--- src/rtl/ssm_pkg.sv ---
// Package for the sorted-set median block: defaults, key bias, FSM state type
// and the control struct that steers the row of sorting cells. No dependencies.
package ssm_pkg;

	localparam int          MAX_ITEMS_DEF = 64;
	localparam int          KEY_W         = 32;
	// flip the sign bit so unsigned order of keys equals signed order of values
	localparam logic [31:0] SIGN_BIAS     = 32'h8000_0000;

	typedef enum logic [1:0] {
		ST_IDLE,
		ST_DRAIN,
		ST_EMIT
	} state_t;

	typedef struct packed {
		logic insert; // place the broadcast key into the sorted row
		logic drain;  // move every entry one place towards cell 0
		logic clear;  // drop all held entries
	} cell_ctrl_t;

endpackage

--- src/rtl/ssm_cell.sv ---
// One cell of the insertion-sort row: holds one biased key and its valid bit.
// Depends on ssm_pkg for the key width and the cell control struct.
module ssm_cell (
	input  logic                     clk,
	input  logic                     arst_n,
	input  ssm_pkg::cell_ctrl_t      ctrl,
	input  logic [ssm_pkg::KEY_W-1:0] key,
	input  logic                     left_shift,
	input  logic                     left_valid,
	input  logic [ssm_pkg::KEY_W-1:0] left_stored,
	input  logic [ssm_pkg::KEY_W-1:0] right_stored,
	output logic [ssm_pkg::KEY_W-1:0] stored,
	output logic                     valid,
	output logic                     shift
);

	logic [ssm_pkg::KEY_W-1:0] stored_q;
	logic                      valid_q;

	// an empty cell counts as larger than any key
	assign shift  = !valid_q || (stored_q > key);
	assign stored = stored_q;
	assign valid  = valid_q;

	always_ff @(posedge clk or negedge arst_n) begin
		if (!arst_n) begin
			valid_q <= 1'b0;
		end else if (ctrl.clear) begin
			valid_q <= 1'b0;
		end else if (ctrl.insert) begin
			valid_q <= valid_q | left_valid;
		end
	end

	always_ff @(posedge clk) begin
		if (ctrl.insert && shift) begin
			stored_q <= left_shift ? left_stored : key;
		end else if (ctrl.drain) begin
			stored_q <= right_stored;
		end
	end

endmodule

--- config.mk ---
export PLATFORM = sky130hd
export DESIGN_NAME = ssm_cell
export DESIGN_NICKNAME = d
export VERILOG_FILES = /design/src/rtl/ssm_pkg.sv /design/src/rtl/ssm_cell.sv
export SDC_FILE = /design/constraint.sdc
export NUM_CORES = 1
export LEC_CHECK = 0
export BUFFER_PORTS_ARGS = -buffer_cell sky130_fd_sc_hd__buf_2
export CORE_ASPECT_RATIO = 0.7
export CORE_MARGIN = 1
export CORE_UTILIZATION = 50
export DETAILED_ROUTE_END_ITERATION = 12
export PLACE_DENSITY = 0.95
export REMOVE_ABC_BUFFERS = 1
export SYNTH_ARGS = -nofsm -noshare
export SYNTH_HDL_FRONTEND = slang
export SYNTH_SLANG_ARGS = --single-unit
--- constraint.sdc ---
create_clock -name clk -period 5.7 [get_ports clk]
set_clock_uncertainty 0.05 [all_clocks]
set_input_delay 0.285 -clock clk [delete_from_list [all_inputs] [get_ports clk]]
set_output_delay 0.285 -clock clk [all_outputs]
set_load 0.01 [all_outputs]
# Word level (Yosys, flattened, before mapping)
# Cells that the tools add are included.
dict set report totals {
  output_inout_bits 34
  wordCells 14
  in_bits 103
  reg_bits 33
}
dict set report op_classes {
  order_cmp 1
  n_mux 5
  bitwise_logic 1
  reduce_logical 5
}
# cell n
set ops {}
lappend ops {{two-way mux 32 bit} 3}
lappend ops {{greater-than comparator 32 bit} 1}
lappend ops {{nonzero test 2 bit} 2}
lappend ops {{two-way mux 1 bit} 2}
lappend ops {{logical AND 1 bit} 1}
lappend ops {{logical NOT 1 bit} 1}
lappend ops {{logical OR 1 bit} 1}
lappend ops {{bitwise OR 1 bit} 1}

# Logic depth before layout (Yosys ltp)
dict set report logic_depth {
  depth_word 4
  depth_mapped 9
  depth_no_buf 8
}

# Worst setup path before layout
# No wires, ideal clock.
dict set report synth_path {
  path_type {register to register}
  from {register stored_q (netlist bit stored[31])}
  to {register stored_q (netlist bit stored[0]) (enable)}
  path_stages_with_launch 9
  setup_slack_ns 2.294
  t_required_ns 5.167
  period_less_slack_ns 3.406
  setup_time_ns 0.483
  arrival_ns 2.873
  path_cell_list {edfxtp_1 -> ha_1 -> nand4_2 -> or4b_4 -> o31ai_2 -> a31oi_1 -> a41oi_4 -> buf_12 -> nand2b_1}
}
dict set report synth_via {
  elab_chain_len 4
}
# element line_no
set synth_rtl {}
lappend synth_rtl {{from (decl)} ssm_cell.sv:17} ;# logic [ssm_pkg::KEY_W-1:0] stored_q;
lappend synth_rtl {{from (signal assigned)} ssm_cell.sv:37} ;# stored_q <= left_shift ? left_stored : key;
lappend synth_rtl {{from (signal assigned)} ssm_cell.sv:39} ;# stored_q <= right_stored;
lappend synth_rtl {{greater-than comparator 32 bit} ssm_cell.sv:21} ;# assign shift = !valid_q || (stored_q > key);
lappend synth_rtl {{logical OR 1 bit} ssm_cell.sv:21}
lappend synth_rtl {{logical AND 1 bit} ssm_cell.sv:36} ;# if (ctrl.insert && shift) begin
lappend synth_rtl {{nonzero test 2 bit (no source line)} --}
# No other way between the ends.
# A chain may end at the register's enable or synchronous reset.

# Worst setup path in the final report
dict set report layout_path {
  from {register stored_q (netlist bit stored[14])}
  to {register stored_q (netlist bit stored[1]) (data pin)}
}
dict set report layout_via {
  elab_chain_len 4
}
# element line_no
set layout_rtl {}
lappend layout_rtl {{greater-than comparator 32 bit} ssm_cell.sv:21}
lappend layout_rtl {{logical OR 1 bit} ssm_cell.sv:21}
lappend layout_rtl {{logical AND 1 bit} ssm_cell.sv:36}
lappend layout_rtl {{two-way mux 32 bit} ssm_cell.sv:36}
# No other way between the ends.

==> results_dict.tcl <==
set metrics [dict create \
    firstDrtPassIters 4 \
    num_rows 22 \
    synth_commonest_cells "nand2_1 (38), o21ai_0 (34), inv_1 (33), edfxtp_1 (32), ha_1 (32)" \
    synth_seq_cells 33 \
    seq_power_share_pct 41.8 \
    cp-start-kind "register" \
    wl_per_cell_um 13.00 \
    pre_cts_ws_ps 2404 \
    synth.distinct_cells 34 \
    required_ps 5680 \
    pwr-share-clk_pct 22.6 \
    crit_arrival_ps 3290 \
    holdWs_ps 100.6 \
    grt_pass1_vias 2287 \
    relSlewSlack_pct 37.84 \
    syn_area_per_cell_um2 10.46 \
    numPortBuffers 136 \
    final_area_um2 3523 \
    min_from "ctrl[0]" \
    clk_latency_ps 280 \
    synthFlopType "edfxtp_1" \
    drtIter0Drc 102 \
    grt_overflow 0 \
    path_class "reg2reg" \
    chipHeight_um 63.81 \
    setup_tns_ps 0 \
    path_clk_slew_ps 70 \
    reg2reg_from "stored[14]" \
    synth_top_cell_area_share_pct 35.21 \
    yosysTopAreaCell "edfxtp_1" \
    final_nets 531 \
    final_max_slew_viol_count 0 \
    hold_path.class "in2reg" \
    gp_congestion 0.7553 \
    placed_cells 460 \
    antenna_found_initial 0 \
    route.detailed.drc 0 \
    clock_sinks 33 \
    drive_above_1_share_pct 45.84 \
    syn2layout_area_growth_pct 29.12 \
    synth.yosys.seq_area_share_pct 36.13 \
    stdcell_count 469 \
    final_hold_viol_count 0 \
    worstSetupEndpointType "register" \
    p_comb_share_pct 35.6 \
    crit_start "stored[14]" \
    grt_pass1_wl_um 10380 \
    antenna_cells 0 \
    cp_max_fo 32 \
    irDropWorstVdd_v 0.0001124 \
    clock_path_buffers 2 \
    grt_max_degree 64 \
    switching_share_pct 29.96 \
    clockRootBuffer "clkbuf_8" \
    place.detailed.hpwl_um 4902 \
    synth_top_cells_by_area "edfxtp_1 (35%), mux2_4 (16%), ha_1 (15%), o21ai_0 (6.2%), nand2_1 (5.2%)" \
    vias 2378 \
    powerDensity_nw_per_um2 223.5 \
    cts_tree "yes" \
    fmaxAchievable_mhz 302.0 \
    status "complete, no violations" \
    start_util_pct 51.90 \
    die_w_um 90.30 \
    rsz0062_at_grt "false" \
    htreeDepth 2 \
    yosysMostFrequentCell "nand2_1" \
    io_pins 137 \
    setup_violations 0 \
    period_needed_ps 3311 \
    cts-resized-gates 0 \
    power.leakage_nw 1.842 \
    p_int_uw 551.7 \
    period_share_pct 58.09 \
    final.setup.worst_slack_ps 2389 \
    power_switching_uw 235.9 \
    maxCapViolCount 0 \
    core_area_um2 5258 \
    ant_nets 0 \
    worstMarginPinSlew_ps 932.4 \
    async_flop_share_pct 3.030 \
    syn_inst 261 \
    fin_util_pct 67.02 \
    ys_warn_count 0 \
    dpl_cell_area_um2 3423 \
    power.total_uw 787.6 \
    cts_buffers 5 \
    syn_area_um2 2729 \
    via_per_inst 5.070 \
    wl_um 6098 \
    die_area_um2 5762 \
    grt_use_total_pct 22.72 \
    synth-edff-count 32 \
]
[metal layers]
layer  GRT usage [%]  vias up  share of wire, %
li1                -     1212                 -
met1           30.97     1074                49
met2           37.69       87                45
met3           4.524        5               5.5
met4           4.839        0              0.69
met5               0        -                 0
[what timing repair did]
item | CTS | global route
hold endpoints to repair | 1 | 0
buffers inserted | 0 | 0
endpoints found under the setup margin | 0 | 0
hold buffers | 1 | 0
[power groups by stage]
stage	logic (mW)	registers, mW	clock network [mW]
after floorplan	0.160	0.348	0
after CTS	0.282	0.330	0.183
after detailed placement	0.279	0.335	0
final	0.280	0.329	0.178
after global placement	0.271	0.333	0
after global routing	0.314	0.334	0.193
[flip-flops by register name, summed over array words and instances, names as in the netlist]
signal / flops
stored: 32
valid: 1
[cell families after synthesis]
logic type / synth area share, %
adder cells (fa/ha/maj): 14.67
AND/OR/NAND/NOR: 10.50
flip-flops: 36.13
multiplexers: 17.61
AO/OA/AOI/OAI: 13.39
buffers and inverters: 7.703
[cell usage in the layout (no fill, tap or decap), types with 4 or more instances in the layout]
| master | count |
|---|---|
| a21oi_1 | 14 |
| clkbuf_8 | 6 |
| buf_2 | 136 |
| mux2_2 | 4 |
| nand4_1 | 6 |
| o21ai_0 | 34 |
| nand2_1 | 38 |
| inv_1 | 33 |
| edfxtp_1 | 32 |
| ha_1 | 32 |
| mux2_4 | 29 |
[critical path, stage by stage, from the launching register on]
cell and delay (ps):
edfxtp_1 390, ha_1 340, nand4_1 200, or4_4 630, o31ai_2 190, a31oi_1 90
a41oi_4 220, buf_4 500, mux2_2 410
[final timing paths]
check	to	slack, ps	cells past startpoint
max	stored[1]	2390	8
min	valid	100	2
max reg2reg	stored[1]	2390	8
min reg2reg	valid	510	2
max in group asynchronous	valid	5260	2
min in group asynchronous	valid	260	2
[final cells by class]
| cell class | instances | area (um^2) |
|---|---|---|
| clock buffer | 8 | 90.09 |
| fill | 430 | 1734 |
| inverter | 33 | 123.9 |
| multi-input combinational | 185 | 1535 |
| sequential | 33 | 985.9 |
| tap | 72 | 90.09 |
| timing repair buffer | 138 | 698.2 |
Power figures use the tool's default switching activity.
